`config.mk`:
```
export PLATFORM = sky130hd
export DESIGN_NAME = voxel_ray_traversal_flat
export DESIGN_NICKNAME = d
export VERILOG_FILES = /design/src/hdl/vrt_pkg.sv /design/src/hdl/vrt_chan_if.sv /design/src/hdl/voxel_ray_traversal.sv /design/src/flat_wrapper.sv
export SDC_FILE = /design/constraint.sdc
export NUM_CORES = 2
export LEC_CHECK = 0
export BUFFER_PORTS_ARGS = -buffer_cell sky130_fd_sc_hd__clkbuf_2
export CAP_MARGIN = 20
export CORE_UTILIZATION = 32
export DETAILED_ROUTE_END_ITERATION = 10
export GPL_TIMING_DRIVEN = 0
export PLACE_DENSITY = 0.54
export SETUP_SLACK_MARGIN = 0.02
export SKIP_LAST_GASP = 1
export SLEW_MARGIN = 20
export SYNTH_ARGS = -nofsm -noshare
export SYNTH_HDL_FRONTEND = slang
export SYNTH_SLANG_ARGS = --single-unit
```
`constraint.sdc`:
```
create_clock -name clock -period 31 [get_ports clock]
set_input_delay 6.2 -clock clock [delete_from_list [all_inputs] [get_ports clock]]
set_output_delay 6.2 -clock clock [all_outputs]
set_load 0.01 [all_outputs]
```
`src/hdl/vrt_pkg.sv`:
```
// Package for the voxel ray traversal block: widths, result and face codes,
// sequencer state type. No dependencies.
`default_nettype none
package vrt_pkg;

   // default fixed-point formats
   localparam int COORD_FRAC_BITS_DEF = 16;
   localparam int DIR_FRAC_BITS_DEF   = 14;
   localparam int T_FRAC_BITS_DEF     = 16;

   // crossing values are 48 bit unsigned, all ones means never
   localparam int CROSS_W = 48;
   localparam logic [CROSS_W-1:0] CROSS_MAX = {CROSS_W{1'b1}};

   // divider: dividend and quotient width, divisor width
   localparam int NUM_W  = 64;
   localparam int DEN_W  = 25;
   localparam int ROOT_W = 17;
   localparam int SUMSQ_W = 32;

   // command codes
   localparam logic CMD_START = 1'b0;
   localparam logic CMD_REPLY = 1'b1;

   // result status codes
   typedef enum logic [1:0] {
      STATUS_QUERY  = 2'd0,
      STATUS_HIT    = 2'd1,
      STATUS_MISS   = 2'd2,
      STATUS_REJECT = 2'd3
   } status_type;

   // entry face codes
   typedef enum logic [2:0] {
      FACE_NONE  = 3'd0,
      FACE_LEFT  = 3'd1,
      FACE_RIGHT = 3'd2,
      FACE_UP    = 3'd3,
      FACE_DOWN  = 3'd4,
      FACE_BACK  = 3'd5,
      FACE_FRONT = 3'd6
   } face_type;

   // sequencer states
   typedef enum logic [6:0] {
      ST_IDLE    = 7'b0000001,
      ST_SQUARE  = 7'b0000010,
      ST_ROOT    = 7'b0000100,
      ST_LOAD    = 7'b0001000,
      ST_DIVIDE  = 7'b0010000,
      ST_PICK    = 7'b0100000,
      ST_ADVANCE = 7'b1000000
   } state_type;

endpackage
`default_nettype wire

```
`src/hdl/vrt_chan_if.sv`:
```
// Channel interfaces for the voxel ray traversal block: request and response
// words with valid/ready. No dependencies.
`default_nettype none
interface vrt_req_if;
   logic               valid;
   logic               ready;
   logic               command;
   logic signed [31:0] origin_x;
   logic signed [31:0] origin_y;
   logic signed [31:0] origin_z;
   logic signed [15:0] dir_x;
   logic signed [15:0] dir_y;
   logic signed [15:0] dir_z;
   logic [15:0]        max_distance;
   logic               voxel_loaded;
   logic               voxel_solid;

   modport source (output valid, command, origin_x, origin_y, origin_z, dir_x, dir_y,
                   dir_z, max_distance, voxel_loaded, voxel_solid, input ready);
   modport sink (input valid, command, origin_x, origin_y, origin_z, dir_x, dir_y,
                 dir_z, max_distance, voxel_loaded, voxel_solid, output ready);
endinterface

interface vrt_rsp_if;
   logic               valid;
   logic               ready;
   logic [1:0]         status;
   logic signed [31:0] voxel_x;
   logic signed [31:0] voxel_y;
   logic signed [31:0] voxel_z;
   logic [2:0]         entry_face;

   modport source (output valid, status, voxel_x, voxel_y, voxel_z, entry_face,
                   input ready);
   modport sink (input valid, status, voxel_x, voxel_y, voxel_z, entry_face,
                 output ready);
endinterface
`default_nettype wire

```
`src/hdl/voxel_ray_traversal.sv`:
```
// Top level of the voxel ray traversal block: sequencer, shared divider,
// square root and stepping logic. Depends on vrt_pkg and vrt_chan_if.
//
// Use: req_ch carries words; command start gives a ray (origin, direction,
// distance limit), command reply answers the last voxel query. rsp_ch gives
// one word per request word: a voxel query, a hit, a miss or a rejection of
// a near-zero direction.
// A start works through three squares, 16 square root steps and up to seven
// divisions (an axis with zero direction skips its two), one quotient bit per
// cycle in the shared restoring divider, before the origin query appears.
// A reply that hits, finds its voxel unloaded or arrives with no ray is answered
// at acceptance; a reply that steps or misses past the limit goes through
// accept, axis pick, then compare and step before its answer.
// One request word is worked on at a time: req_ch.ready is high only while
// the sequencer is idle and the response register is empty, so a stalled
// receiver holds the block until the response word is taken.
// Reset (synchronous, active high) clears the sequencer, the response valid,
// the ray's active flag and its entry face, so a reply after reset gives a miss.
`default_nettype none
module voxel_ray_traversal #(
   parameter int COORD_FRAC_BITS = vrt_pkg::COORD_FRAC_BITS_DEF,
   parameter int DIR_FRAC_BITS   = vrt_pkg::DIR_FRAC_BITS_DEF,
   parameter int T_FRAC_BITS     = vrt_pkg::T_FRAC_BITS_DEF
) (
   input  wire logic clock,
   input  wire logic reset,
   vrt_req_if.sink   req_ch,
   vrt_rsp_if.source rsp_ch
);

   localparam int CW       = vrt_pkg::CROSS_W;
   localparam int NW       = vrt_pkg::NUM_W;
   localparam int DW       = vrt_pkg::DEN_W;
   localparam int RW       = vrt_pkg::ROOT_W;
   localparam int SW       = vrt_pkg::SUMSQ_W;
   localparam int DIST_W   = COORD_FRAC_BITS + 1;
   localparam int SH       = T_FRAC_BITS + DIR_FRAC_BITS - COORD_FRAC_BITS;
   localparam int SH_NUM   = (SH > 0) ? SH : 0;
   localparam int SH_DEN   = (SH < 0) ? -SH : 0;
   localparam int SH_RAD   = T_FRAC_BITS + DIR_FRAC_BITS;
   localparam int NEAR_MIN = ((1 << DIR_FRAC_BITS) + 999) / 1000;
   localparam logic [DIST_W-1:0] ONE = DIST_W'(1) << COORD_FRAC_BITS;

   // sequencer and ray state
   vrt_pkg::state_type state_ff, state_in;
   logic               active_ff, active_in;
   logic [31:0]        voxel_ff [3];
   logic [31:0]        voxel_in [3];
   logic [CW-1:0]      cross_ff [3];
   logic [CW-1:0]      cross_in [3];
   logic [CW-1:0]      incr_ff [3];
   logic [CW-1:0]      incr_in [3];
   logic [1:0]         sign_ff [3];
   logic [1:0]         sign_in [3];
   logic [CW-1:0]      radius_ff, radius_in;
   vrt_pkg::face_type  face_ff, face_in;

   // setup operands
   logic [15:0]        absd_ff [3];
   logic [15:0]        absd_in [3];
   logic [DIST_W-1:0]  dist_ff [3];
   logic [DIST_W-1:0]  dist_in [3];
   logic [15:0]        maxd_ff, maxd_in;
   logic [SW-1:0]      sumsq_ff, sumsq_in;
   logic [1:0]         idx_ff, idx_in;
   logic [2:0]         job_ff, job_in;
   logic [1:0]         axis_ff, axis_in;

   // square root unit
   logic [SW-1:0]      sq_v_ff, sq_v_in;
   logic [SW-1:0]      sq_r_ff, sq_r_in;
   logic [SW-1:0]      sq_bit_ff, sq_bit_in;
   logic [RW-1:0]      root_ff, root_in;

   // divider unit
   logic [NW-1:0]      div_num_ff, div_num_in;
   logic [NW-1:0]      div_q_ff, div_q_in;
   logic [DW-1:0]      div_rem_ff, div_rem_in;
   logic [DW-1:0]      div_den_ff, div_den_in;
   logic [5:0]         div_cnt_ff, div_cnt_in;

   // response register
   logic               rsp_valid_ff, rsp_valid_in;
   vrt_pkg::status_type rsp_status_ff, rsp_status_in;
   logic [31:0]        rsp_x_ff, rsp_x_in;
   logic [31:0]        rsp_y_ff, rsp_y_in;
   logic [31:0]        rsp_z_ff, rsp_z_in;
   vrt_pkg::face_type  rsp_face_ff, rsp_face_in;

   // combinational helpers
   logic               req_fire;
   logic [15:0]        req_abs [3];
   logic signed [15:0] req_dir [3];
   logic signed [31:0] req_org [3];
   logic               req_near;
   logic [31:0]        sq_prod;
   logic [SW:0]        sq_trial;
   logic               sq_ge;
   logic [SW-1:0]      sq_r_nx;
   logic [DW:0]        div_rem_sh;
   logic               div_ge;
   logic [NW-1:0]      div_q_nx;
   logic [CW-1:0]      div_quo;
   logic [1:0]         job_axis;
   logic [DIST_W-1:0]  job_base;
   logic [CW:0]        step_sum;
   logic [CW-1:0]      pick_cross;

   assign req_dir[0] = req_ch.dir_x;
   assign req_dir[1] = req_ch.dir_y;
   assign req_dir[2] = req_ch.dir_z;
   assign req_org[0] = req_ch.origin_x;
   assign req_org[1] = req_ch.origin_y;
   assign req_org[2] = req_ch.origin_z;

   assign req_ch.ready = (state_ff == vrt_pkg::ST_IDLE) && !rsp_valid_ff;
   assign req_fire     = req_ch.valid && req_ch.ready;

   assign rsp_ch.valid      = rsp_valid_ff;
   assign rsp_ch.status     = rsp_status_ff;
   assign rsp_ch.voxel_x    = rsp_x_ff;
   assign rsp_ch.voxel_y    = rsp_y_ff;
   assign rsp_ch.voxel_z    = rsp_z_ff;
   assign rsp_ch.entry_face = rsp_face_ff;

   // magnitudes and near-zero test of the incoming direction
   always_comb begin
      req_near = 1'b1;
      for (int a = 0; a < 3; a++) begin
         req_abs[a] = req_dir[a][15] ? 16'(-req_dir[a]) : 16'(req_dir[a]);
         if (req_abs[a] >= 16'(NEAR_MIN)) begin
            req_near = 1'b0;
         end
      end
   end

   // square of one magnitude per cycle
   assign sq_prod = 32'(absd_ff[idx_ff]) * 32'(absd_ff[idx_ff]);

   // square root step
   assign sq_trial = {1'b0, sq_r_ff} + {1'b0, sq_bit_ff};
   assign sq_ge    = {1'b0, sq_v_ff} >= sq_trial;
   assign sq_r_nx  = sq_ge ? (sq_r_ff >> 1) + sq_bit_ff : sq_r_ff >> 1;

   // restoring divider step, one quotient bit per cycle
   assign div_rem_sh = {div_rem_ff, div_num_ff[NW-1]};
   assign div_ge     = div_rem_sh >= {1'b0, div_den_ff};
   assign div_q_nx   = {div_q_ff[NW-2:0], div_ge};
   assign div_quo    = ((div_den_ff == '0) || (|div_q_nx[NW-1:CW])) ? vrt_pkg::CROSS_MAX
                       : div_q_nx[CW-1:0];

   // operand of the current division job
   assign job_axis = job_ff[2:1];
   assign job_base = job_ff[0] ? ONE : dist_ff[job_axis];

   // stepping along the picked axis
   assign pick_cross = cross_ff[axis_ff];
   assign step_sum   = {1'b0, pick_cross} + {1'b0, incr_ff[axis_ff]};

   always_comb begin
      state_in  = state_ff;
      active_in = active_ff;
      voxel_in  = voxel_ff;
      cross_in  = cross_ff;
      incr_in   = incr_ff;
      sign_in   = sign_ff;
      radius_in = radius_ff;
      face_in   = face_ff;
      absd_in   = absd_ff;
      dist_in   = dist_ff;
      maxd_in   = maxd_ff;
      sumsq_in  = sumsq_ff;
      idx_in    = idx_ff;
      job_in    = job_ff;
      axis_in   = axis_ff;
      sq_v_in   = sq_v_ff;
      sq_r_in   = sq_r_ff;
      sq_bit_in = sq_bit_ff;
      root_in   = root_ff;
      div_num_in = div_num_ff;
      div_q_in   = div_q_ff;
      div_rem_in = div_rem_ff;
      div_den_in = div_den_ff;
      div_cnt_in = div_cnt_ff;
      rsp_valid_in  = rsp_valid_ff && !rsp_ch.ready;
      rsp_status_in = rsp_status_ff;
      rsp_x_in      = rsp_x_ff;
      rsp_y_in      = rsp_y_ff;
      rsp_z_in      = rsp_z_ff;
      rsp_face_in   = rsp_face_ff;

      unique case (state_ff)
         vrt_pkg::ST_IDLE: begin
            if (req_fire) begin
               rsp_x_in    = '0;
               rsp_y_in    = '0;
               rsp_z_in    = '0;
               rsp_face_in = vrt_pkg::FACE_NONE;
               if (req_ch.command == vrt_pkg::CMD_START) begin
                  face_in = vrt_pkg::FACE_NONE;
                  if (req_near) begin
                     // near-zero direction, rejected at once
                     active_in     = 1'b0;
                     rsp_valid_in  = 1'b1;
                     rsp_status_in = vrt_pkg::STATUS_REJECT;
                  end else begin
                     // latch origin voxel, signs and first distances
                     for (int a = 0; a < 3; a++) begin
                        voxel_in[a] = 32'(req_org[a] >>> COORD_FRAC_BITS);
                        absd_in[a]  = req_abs[a];
                        if (req_dir[a] == 16'sd0) begin
                           sign_in[a] = 2'b00;
                        end else if (req_dir[a][15]) begin
                           sign_in[a] = 2'b11;
                        end else begin
                           sign_in[a] = 2'b01;
                        end
                        if (req_dir[a][15]) begin
                           dist_in[a] = DIST_W'(req_org[a][COORD_FRAC_BITS-1:0]);
                        end else if (req_org[a][COORD_FRAC_BITS-1:0] != '0) begin
                           dist_in[a] = ONE - DIST_W'(req_org[a][COORD_FRAC_BITS-1:0]);
                        end else if (req_org[a] == 32'sd0) begin
                           dist_in[a] = ONE;
                        end else begin
                           dist_in[a] = '0;
                        end
                     end
                     maxd_in  = req_ch.max_distance;
                     sumsq_in = '0;
                     idx_in   = 2'd0;
                     state_in = vrt_pkg::ST_SQUARE;
                  end
               end else if (!active_ff || !req_ch.voxel_loaded) begin
                  // no ray, or voxel not loaded
                  active_in     = 1'b0;
                  rsp_valid_in  = 1'b1;
                  rsp_status_in = vrt_pkg::STATUS_MISS;
               end else if (req_ch.voxel_solid) begin
                  active_in     = 1'b0;
                  rsp_valid_in  = 1'b1;
                  rsp_status_in = vrt_pkg::STATUS_HIT;
                  rsp_x_in      = voxel_ff[0];
                  rsp_y_in      = voxel_ff[1];
                  rsp_z_in      = voxel_ff[2];
                  rsp_face_in   = face_ff;
               end else begin
                  state_in = vrt_pkg::ST_PICK;
               end
            end
         end

         vrt_pkg::ST_SQUARE: begin
            // sum of squared magnitudes
            sumsq_in = sumsq_ff + sq_prod;
            idx_in   = idx_ff + 2'd1;
            if (idx_ff == 2'd2) begin
               sq_v_in   = sumsq_ff + sq_prod;
               sq_r_in   = '0;
               sq_bit_in = SW'(1) << (SW - 2);
               state_in  = vrt_pkg::ST_ROOT;
            end
         end

         vrt_pkg::ST_ROOT: begin
            // one result bit per cycle
            if (sq_ge) begin
               sq_v_in = SW'(sq_trial - {1'b0, sq_v_ff} == '0 ? '0 : {1'b0, sq_v_ff} - sq_trial);
            end
            sq_r_in   = sq_r_nx;
            sq_bit_in = sq_bit_ff >> 2;
            if (sq_bit_ff[0]) begin
               root_in  = RW'(sq_r_nx);
               job_in   = 3'd0;
               state_in = vrt_pkg::ST_LOAD;
            end
         end

         vrt_pkg::ST_LOAD: begin
            // set up the next division, or skip a non-moving axis
            div_rem_in = '0;
            div_q_in   = '0;
            div_cnt_in = '0;
            if (job_ff == 3'd6) begin
               div_num_in = NW'(maxd_ff) << SH_RAD;
               div_den_in = DW'(root_ff);
               state_in   = vrt_pkg::ST_DIVIDE;
            end else if (sign_ff[job_axis] == 2'b00) begin
               cross_in[job_axis] = vrt_pkg::CROSS_MAX;
               incr_in[job_axis]  = vrt_pkg::CROSS_MAX;
               job_in             = job_ff + 3'd2;
            end else begin
               div_num_in = NW'(job_base) << SH_NUM;
               div_den_in = DW'(absd_ff[job_axis]) << SH_DEN;
               state_in   = vrt_pkg::ST_DIVIDE;
            end
         end

         vrt_pkg::ST_DIVIDE: begin
            div_rem_in = div_ge ? DW'(div_rem_sh - {1'b0, div_den_ff}) : DW'(div_rem_sh);
            div_num_in = div_num_ff << 1;
            div_q_in   = div_q_nx;
            div_cnt_in = div_cnt_ff + 6'd1;
            if (div_cnt_ff == 6'(NW - 1)) begin
               job_in = job_ff + 3'd1;
               if (job_ff == 3'd6) begin
                  // setup done, ask for the origin voxel
                  radius_in     = div_quo;
                  active_in     = 1'b1;
                  rsp_valid_in  = 1'b1;
                  rsp_status_in = vrt_pkg::STATUS_QUERY;
                  rsp_x_in      = voxel_ff[0];
                  rsp_y_in      = voxel_ff[1];
                  rsp_z_in      = voxel_ff[2];
                  rsp_face_in   = vrt_pkg::FACE_NONE;
                  state_in      = vrt_pkg::ST_IDLE;
               end else begin
                  if (job_ff[0]) begin
                     incr_in[job_axis] = div_quo;
                  end else begin
                     cross_in[job_axis] = div_quo;
                  end
                  state_in = vrt_pkg::ST_LOAD;
               end
            end
         end

         vrt_pkg::ST_PICK: begin
            // least crossing, ties to the later axis
            if (cross_ff[0] < cross_ff[1]) begin
               axis_in = (cross_ff[0] < cross_ff[2]) ? 2'd0 : 2'd2;
            end else begin
               axis_in = (cross_ff[1] < cross_ff[2]) ? 2'd1 : 2'd2;
            end
            state_in = vrt_pkg::ST_ADVANCE;
         end

         vrt_pkg::ST_ADVANCE: begin
            rsp_valid_in = 1'b1;
            state_in     = vrt_pkg::ST_IDLE;
            if ((pick_cross == vrt_pkg::CROSS_MAX) || (pick_cross > radius_ff)) begin
               active_in     = 1'b0;
               rsp_status_in = vrt_pkg::STATUS_MISS;
               rsp_x_in      = '0;
               rsp_y_in      = '0;
               rsp_z_in      = '0;
               rsp_face_in   = vrt_pkg::FACE_NONE;
            end else begin
               voxel_in[axis_ff] = sign_ff[axis_ff][1] ? voxel_ff[axis_ff] - 32'd1
                                   : voxel_ff[axis_ff] + 32'd1;
               cross_in[axis_ff] = step_sum[CW] ? vrt_pkg::CROSS_MAX : step_sum[CW-1:0];
               unique case ({axis_ff, sign_ff[axis_ff][1]})
                  3'b000:  face_in = vrt_pkg::FACE_LEFT;
                  3'b001:  face_in = vrt_pkg::FACE_RIGHT;
                  3'b010:  face_in = vrt_pkg::FACE_UP;
                  3'b011:  face_in = vrt_pkg::FACE_DOWN;
                  3'b100:  face_in = vrt_pkg::FACE_BACK;
                  default: face_in = vrt_pkg::FACE_FRONT;
               endcase
               rsp_status_in = vrt_pkg::STATUS_QUERY;
               rsp_x_in      = voxel_in[0];
               rsp_y_in      = voxel_in[1];
               rsp_z_in      = voxel_in[2];
               rsp_face_in   = face_in;
            end
         end

         default: begin
            state_in = vrt_pkg::ST_IDLE;
         end
      endcase
   end

   // control registers
   always_ff @(posedge clock) begin
      if (reset) begin
         state_ff     <= vrt_pkg::ST_IDLE;
         active_ff    <= 1'b0;
         face_ff      <= vrt_pkg::FACE_NONE;
         rsp_valid_ff <= 1'b0;
      end else begin
         state_ff     <= state_in;
         active_ff    <= active_in;
         face_ff      <= face_in;
         rsp_valid_ff <= rsp_valid_in;
      end
   end

   // payload and datapath registers
   always_ff @(posedge clock) begin
      voxel_ff   <= voxel_in;
      cross_ff   <= cross_in;
      incr_ff    <= incr_in;
      sign_ff    <= sign_in;
      radius_ff  <= radius_in;
      absd_ff    <= absd_in;
      dist_ff    <= dist_in;
      maxd_ff    <= maxd_in;
      sumsq_ff   <= sumsq_in;
      idx_ff     <= idx_in;
      job_ff     <= job_in;
      axis_ff    <= axis_in;
      sq_v_ff    <= sq_v_in;
      sq_r_ff    <= sq_r_in;
      sq_bit_ff  <= sq_bit_in;
      root_ff    <= root_in;
      div_num_ff <= div_num_in;
      div_q_ff   <= div_q_in;
      div_rem_ff <= div_rem_in;
      div_den_ff <= div_den_in;
      div_cnt_ff <= div_cnt_in;
      rsp_status_ff <= rsp_status_in;
      rsp_x_ff      <= rsp_x_in;
      rsp_y_ff      <= rsp_y_in;
      rsp_z_ff      <= rsp_z_in;
      rsp_face_ff   <= rsp_face_in;
   end

endmodule
`default_nettype wire
```
`src/flat_wrapper.sv`:
```
// flat-port wrapper written by rule: the top's interface ports become plain ports
module voxel_ray_traversal_flat 
#(
   parameter int COORD_FRAC_BITS = vrt_pkg::COORD_FRAC_BITS_DEF,
   parameter int DIR_FRAC_BITS   = vrt_pkg::DIR_FRAC_BITS_DEF,
   parameter int T_FRAC_BITS     = vrt_pkg::T_FRAC_BITS_DEF
)
  (clock, reset, req_ch_valid, req_ch_command, req_ch_origin_x, req_ch_origin_y, req_ch_origin_z, req_ch_dir_x, req_ch_dir_y, req_ch_dir_z, req_ch_max_distance, req_ch_voxel_loaded, req_ch_voxel_solid, req_ch_ready, rsp_ch_valid, rsp_ch_status, rsp_ch_voxel_x, rsp_ch_voxel_y, rsp_ch_voxel_z, rsp_ch_entry_face, rsp_ch_ready);
  vrt_req_if req_ch_i ();
  vrt_rsp_if rsp_ch_i ();
  input  wire logic clock;
  input  wire logic reset;
  input wire logic [$bits(req_ch_i.valid)-1:0] req_ch_valid;
  input wire logic [$bits(req_ch_i.command)-1:0] req_ch_command;
  input wire logic [$bits(req_ch_i.origin_x)-1:0] req_ch_origin_x;
  input wire logic [$bits(req_ch_i.origin_y)-1:0] req_ch_origin_y;
  input wire logic [$bits(req_ch_i.origin_z)-1:0] req_ch_origin_z;
  input wire logic [$bits(req_ch_i.dir_x)-1:0] req_ch_dir_x;
  input wire logic [$bits(req_ch_i.dir_y)-1:0] req_ch_dir_y;
  input wire logic [$bits(req_ch_i.dir_z)-1:0] req_ch_dir_z;
  input wire logic [$bits(req_ch_i.max_distance)-1:0] req_ch_max_distance;
  input wire logic [$bits(req_ch_i.voxel_loaded)-1:0] req_ch_voxel_loaded;
  input wire logic [$bits(req_ch_i.voxel_solid)-1:0] req_ch_voxel_solid;
  output wire logic [$bits(req_ch_i.ready)-1:0] req_ch_ready;
  output wire logic [$bits(rsp_ch_i.valid)-1:0] rsp_ch_valid;
  output wire logic [$bits(rsp_ch_i.status)-1:0] rsp_ch_status;
  output wire logic [$bits(rsp_ch_i.voxel_x)-1:0] rsp_ch_voxel_x;
  output wire logic [$bits(rsp_ch_i.voxel_y)-1:0] rsp_ch_voxel_y;
  output wire logic [$bits(rsp_ch_i.voxel_z)-1:0] rsp_ch_voxel_z;
  output wire logic [$bits(rsp_ch_i.entry_face)-1:0] rsp_ch_entry_face;
  input wire logic [$bits(rsp_ch_i.ready)-1:0] rsp_ch_ready;
  assign req_ch_i.valid = req_ch_valid;
  assign req_ch_i.command = req_ch_command;
  assign req_ch_i.origin_x = req_ch_origin_x;
  assign req_ch_i.origin_y = req_ch_origin_y;
  assign req_ch_i.origin_z = req_ch_origin_z;
  assign req_ch_i.dir_x = req_ch_dir_x;
  assign req_ch_i.dir_y = req_ch_dir_y;
  assign req_ch_i.dir_z = req_ch_dir_z;
  assign req_ch_i.max_distance = req_ch_max_distance;
  assign req_ch_i.voxel_loaded = req_ch_voxel_loaded;
  assign req_ch_i.voxel_solid = req_ch_voxel_solid;
  assign req_ch_ready = req_ch_i.ready;
  assign rsp_ch_valid = rsp_ch_i.valid;
  assign rsp_ch_status = rsp_ch_i.status;
  assign rsp_ch_voxel_x = rsp_ch_i.voxel_x;
  assign rsp_ch_voxel_y = rsp_ch_i.voxel_y;
  assign rsp_ch_voxel_z = rsp_ch_i.voxel_z;
  assign rsp_ch_entry_face = rsp_ch_i.entry_face;
  assign rsp_ch_i.ready = rsp_ch_ready;
  voxel_ray_traversal #(.COORD_FRAC_BITS(COORD_FRAC_BITS), .DIR_FRAC_BITS(DIR_FRAC_BITS), .T_FRAC_BITS(T_FRAC_BITS)) u_core (.clock(clock), .reset(reset), .req_ch(req_ch_i), .rsp_ch(rsp_ch_i));
endmodule
```
Yosys cells after proc, flatten, opt, wreduce, memory -nomap -nowiden:

Index checks and enable logic that the tools add are counted.

* memories: 0
* bits in read-only memories: 0
* memory bits (writable): 0
* flip-flop bits (word level): 993
* input port bits: 167
* latch bits: 0
* output and inout port bits: 103
* word-level logic and storage cells: 356

* divide/modulo/power cells: 0
* $mul: 1
* add/sub/neg operators: 19
* bitwise gates (word level): 7
* equal/unequal tests: 37
* shift-type cells: 0
* muxes and demuxes: 183
* reductions and logical operators: 50
* $lt $le $gt $ge: 14

Operators with widths (count)
* two-way mux 144 bit: 11
* two-way mux 32 bit: 34
* bitwise mux 144 bit: 3
* case mux 144 bit (3 select lines): 1
* two-way mux 48 bit: 8
* two-way mux 96 bit: 4
* OR 144 bit: 2
* case mux 144 bit (2 select lines): 1
* case mux 32 bit (3 select lines): 3
* case mux 32 bit (2 select lines): 4
* binary-select mux 48 bit (select 2 bit): 2
* demux 48 bit (select 2 bit): 2
* case mux 96 bit (2 select lines): 1
* two-way mux 17 bit: 11
* two-way mux 16 bit: 10
* < comparator 48 bit: 3
* two-way mux 64 bit: 2
* case mux 64 bit (2 select lines): 1
* case mux 63 bit (2 select lines): 1
* bitwise mux 96 bit: 1
* zero test 32 bit: 3
* two-way mux 7 bit: 10
* binary-select mux 16 bit (select 2 bit): 2
* binary-select mux 32 bit (select 2 bit): 1
* other kinds (78): 190

Logic depth before layout (Yosys ltp):

* word-level depth: 10
* gate-level depth with buffers: 32
* gate-level depth less buffers: 29

Least setup slack after synthesis:

No wires, ideal clock.

* kind: flip-flop to flip-flop
* start point: reg u_core.axis_ff[1]
* end point: reg u_core.cross_ff[0] (netlist name) (enable)
* period minus slack after synthesis: 14.323 ns
* required time: 30.139 ns
* stages on the path, launching flop included: 16
* data arrival time: 13.462 ns
* setup time: 0.861 ns
* setup slack: 16.677 ns
* path through: edfxtp_1 > buf_2 > clkbuf_1 > mux2i_1 > o22ai_1 > ha_1 > a21oi_1 > nor3_1 > a2111oi_0 > o21ai_0 > a21oi_1 > a2bb2oi_1 > o211a_1 > clkbuf_1 > nor2_1 > a211oi_1

* cells in the longest elaborated chain, start to end: 8

RTL lines
* start, declared: line voxel_ray_traversal.sv:67 `logic [1:0] axis_ff, axis_in;`
* start signal, assigned: line voxel_ray_traversal.sv:401 `axis_ff <= axis_in;`
* NOT 2 -> 3 bit (implied by the code) *: line voxel_ray_traversal.sv:157 `assign pick_cross = cross_ff[axis_ff];`
* binary-select mux 48 bit (select 2 bit) *: line voxel_ray_traversal.sv:157
* two-way mux 48 bit (implied by the code) * (2 in series): line voxel_ray_traversal.sv:157
* greater-than comparator 48 bit or equality test 48 bit (tied branches): line voxel_ray_traversal.sv:340 `if ((pick_cross == vrt_pkg::CROSS_MAX) || (pick_cross > radius_ff)) begin`
* logical OR 1 bit *: line voxel_ray_traversal.sv:340
* != test 2 bit (no source line) *
* AND reduction 7 bit (no source line) *
* end signal, assigned: line voxel_ray_traversal.sv:391 `cross_ff <= cross_in;`
* end, declared: line voxel_ray_traversal.sv:49 `logic [CW-1:0] cross_ff [3];`

Every way passes the cells marked *; elsewhere a longest branch is shown, timed or not. The select of a mux whose other input is x is not followed.
A chain may end at the register's enable or synchronous reset.

Worst setup path after layout:

* start point: reg u_core.idx_ff[0]
* end point: reg u_core.sq_v_ff[31], data pin

* cells in the longest elaborated chain, start to end: 8

RTL lines
* start, declared: line voxel_ray_traversal.sv:65 `logic [1:0] idx_ff, idx_in;`
* start signal, assigned: line voxel_ray_traversal.sv:399 `idx_ff <= idx_in;`
* NOT 2 -> 3 bit (implied by the code): line voxel_ray_traversal.sv:138 `assign sq_prod = 32'(absd_ff[idx_ff]) * 32'(absd_ff[idx_ff]);`
* binary-select mux 16 bit (select 2 bit): line voxel_ray_traversal.sv:138
* two-way mux 16 bit (implied by the code) (2 in series): line voxel_ray_traversal.sv:138
* multiplier 16 x 16 -> 32 bit: line voxel_ray_traversal.sv:138
* adder 32 bit: line voxel_ray_traversal.sv:257 `sq_v_in = sumsq_ff + sq_prod;`
* two-way mux 32 bit: line voxel_ray_traversal.sv:256 `if (idx_ff == 2'd2) begin`
* case mux 32 bit (2 select lines): line voxel_ray_traversal.sv:192 `unique case (state_ff)`
* via u_core.sq_v_in[31]: line voxel_ray_traversal.sv:70 `logic [SW-1:0] sq_v_ff, sq_v_in;`
* end signal, assigned: line voxel_ray_traversal.sv:402 `sq_v_ff <= sq_v_in;`
* end, declared: line voxel_ray_traversal.sv:70

The timed path passes the listed nets, and every way through them passes these cells. The select of a mux whose other input is x is not followed.

==> results by group <==
Critical path
  – Crit path max fanout: 10
  – Slowest cell on the critical path: a2111oi_0
  – Slowest Stage Delay on Critical Path: 0.82 ns
  – Required @ worst endpoint: 31.46 ns
  – Kind of critical path: flip-flop to flip-flop
  – Startpoint Class: flip-flop
  – CP dominant cell by count: fa_1
  – CP Capture Type: flip-flop
  – Worst Path Arrival: 11.30 ns

Floorplan
  – Die height: 470 µm
  – Initial core utilization: 0.322
  – Die area: 0.221 mm²
  – FP Rows: 171
  – Chip width: 470 µm
  – Boundary Pins: 270
  – Area of the core: 0.217 mm²

Cells and area
  – Layout area overhead: 13.3%
  – Most frequent cells in the layout: edfxtp_1 (951), inv_1 (676), nand2_1 (656)
  – Commonest non-fill, non-tap cell in the layout: edfxtp_1
  – Layout cells sized above 1: 0.0770
  – Post-route insts no fill: 10.6k
  – Post-layout net count: 8505

Synthesis
  – Post-synthesis mux area share: 0.0293
  – Simple-gate share of the synthesized area: 0.136
  – Adder-Cell Fraction of Synth Area: 0.145
  – Largest family of logic cells by synthesized area: compound AO/OA/AOI/OAI gates
  – Mapped Cells: 7228
  – Yosys warning count: 0
  – Top_reg_cell synth: edfxtp_1
  – Number of enable flip-flop cells after synthesis: 951
  – Post-synth cell types: 88
  – Post-synthesis sequential area ratio: 0.411
  – Post-Syn Area: 0.0700 mm²
  – Fraction of registers with async set/reset: 0
  – Number of synthesized register bits: 963
  – Syn_nets: 8088
  – Compound-cell area share of the yosys netlist: 0.184
  – Mean area per synthesized cell: 9.69 µm²
  – Synth Area in XOR/XNOR: 0.0381

STA
  – Setup violators final: 0
  – Fmax: 92.2 MHz
  – Final hold vios: 0
  – Max Slew Vio Count: 0
  – TNS Setup: 0 ns
  – RSZ-0062 raised after global routing: no
  – Fin Clk Skew: 0.0495 ns
  – Min cycle time layout: 10.84 ns
  – Slew at the pin closest to its max-slew limit: 1.20 ns
  – Worst slew margin: 0.201
  – Final period util: 0.350

Routing
  – Via count: 59.0k
  – Vias per cell: 5.56
  – 1st-pass router iterations: 6
  – WL/cell: 24.4 µm
  – DRC viols: 0
  – DRT antenna net count: 0
  – Final WL: 259000 µm
  – Initial DRC count: 6106

CTS
  – Clock latency on the worst-skew pair: 0.77 ns
  – Post_cts resized: 0
  – Postcts setup bufs: 0
  – Sink Count: 963
  – Clock root buffer: clkbuf_16
  – Clock buffer count from CTS: 113
  – CTS clk-pin slew, worst paths: 0.06 ns
  – Max clock buf depth: 3
  – Htree depth: 3
  – CTS tree: done
  – Hold_buf cts: 0

Power and ir drop
  – Leakage power total: 0.0312 µW
  – VDD IR max: 0.580 mV
  – Power consumption: 9690 µW
  – Pwr Density: 122 mW/mm²

Placed design
  – DP HPWL: 203000 µm
  – Inst Count DP: 10.4k
  – IO buf count: 267
  – Routability congestion estimate: 0.964

Global routing
  – Total grt overflow: 0
  – Largest net degree at the start of global routing: 77
  – Total GRT Usage: 0.227
  – Antenna violations before repair: 17
  – First-pass GRT wire length: 378000 µm
  – Number of global-route vias before repair: 57.5k

Hold path
  – Hold Path Class: flip-flop to flip-flop

Flow run
  – Max Cap Viol: 0

Status
  – Outcome: complete, no violations
## critical path, delay by kind of cell, from the launching register on
family | cells | cell delay [ns]
compound gates | 8 | 3.15
mux | 2 | 0.65
flops | 1 | 0.35
buf+inv | 8 | 2.33
simple gates | 4 | 0.76
fa+ha+maj | 7 | 3.32
## cell usage after synthesis (189+ instances only)
cell type	instances	share of area
edfxtp_1	951	0.41
xnor2_1	196	0.025
nand2_1	661	0.035
fa_1	196	0.056
nor2_1	603	0.032
a22o_1	236	0.030
a21oi_1	435	0.031
inv_1	677	0.036
mux2i_1	189	0.027
ha_1	497	0.089
clkbuf_1	312	0.017
o21ai_0	497	0.036
## routing by layer
metal / GRT usage / wire length, µm / vias up
li1: - / - / 26942
met5: 0 / 99 / -
met1: 0.311 / 113000 / 29101
met2: 0.359 / 117000 / 2474
met3: 0.0396 / 19700 / 441
met4: 0.0757 / 8870 / 14
## worst paths after layout
check        slack [ns]                            from  cells past startpoint                              to
max               20.16  u_core.idx_ff[0]$_SDFFCE_PN0P_                     29    u_core.sq_v_ff[31]$_DFFE_PP_
min                0.47  u_core.face_ff[1]$_SDFFE_PP0P_                      2  u_core.face_ff[1]$_SDFFE_PP0P_
max reg2reg       20.16  u_core.idx_ff[0]$_SDFFCE_PN0P_                     29    u_core.sq_v_ff[31]$_DFFE_PP_
min reg2reg        0.47  u_core.face_ff[1]$_SDFFE_PP0P_                      2  u_core.face_ff[1]$_SDFFE_PP0P_
## logic make-up (layout without fill, tap and decap cells)
logic type,Yosys count,count (layout)
buffers and inverters,1049,1559
multiplexers,203,203
AO/OA/AOI/OAI,1977,1977
other,0,6
adder cells (fa/ha/maj),693,693
AND/OR/NAND/NOR,2038,2038
flip-flops,963,963
XOR/XNOR,305,305
## per-stage QoR
step                 util  hold slack (ns)  setup WS, ns  instance area (µm²)
finish              0.365            0.468         20.16                79300
global route        0.365            0.502         19.47                79300
CTS                 0.365            0.469         20.22                79300
detailed placement  0.348            0.460         20.26                75600
global placement    0.345            0.455          8.52                74900
floorplan               -            0.444         16.68                70000
## power by group
| group | switching (µW) | internal (µW) | total (µW) |
|---|---|---|---|
| registers | 60.0 | 1780 | 1840 |
| clock network | 598 | 768 | 1370 |
| logic | 4200 | 2280 | 6480 |
| total | 4860 | 4830 | 9690 |
## flip-flops by register name (all words and copies together) (netlist names), 25 cells and up
register               cells
u_core.div_num_ff         50
u_core.rsp_ch.voxel_x     32
u_core.sumsq_ff           32
u_core.dist_ff            51
u_core.sq_r_ff            32
u_core.rsp_ch.voxel_z     32
u_core.absd_ff            48
u_core.sq_v_ff            32
u_core.div_q_ff           63
u_core.cross_ff          144
u_core.radius_ff          48
u_core.voxel_ff           96
u_core.div_rem_ff         25
u_core.incr_ff           144
u_core.rsp_ch.voxel_y     32
## layout make-up
type	instances	area (µm²)
antenna	6	15.0
buffer	367	1400
clock buffer	145	2990
clock inverter	63	683
fill	21867	138000
inverter	682	2560
multi-input combinational	5216	37400
sequential	963	28800
tap	2854	3570
timing repair buffer	302	1890
Note: power is estimated with default switching activity, not from simulation.
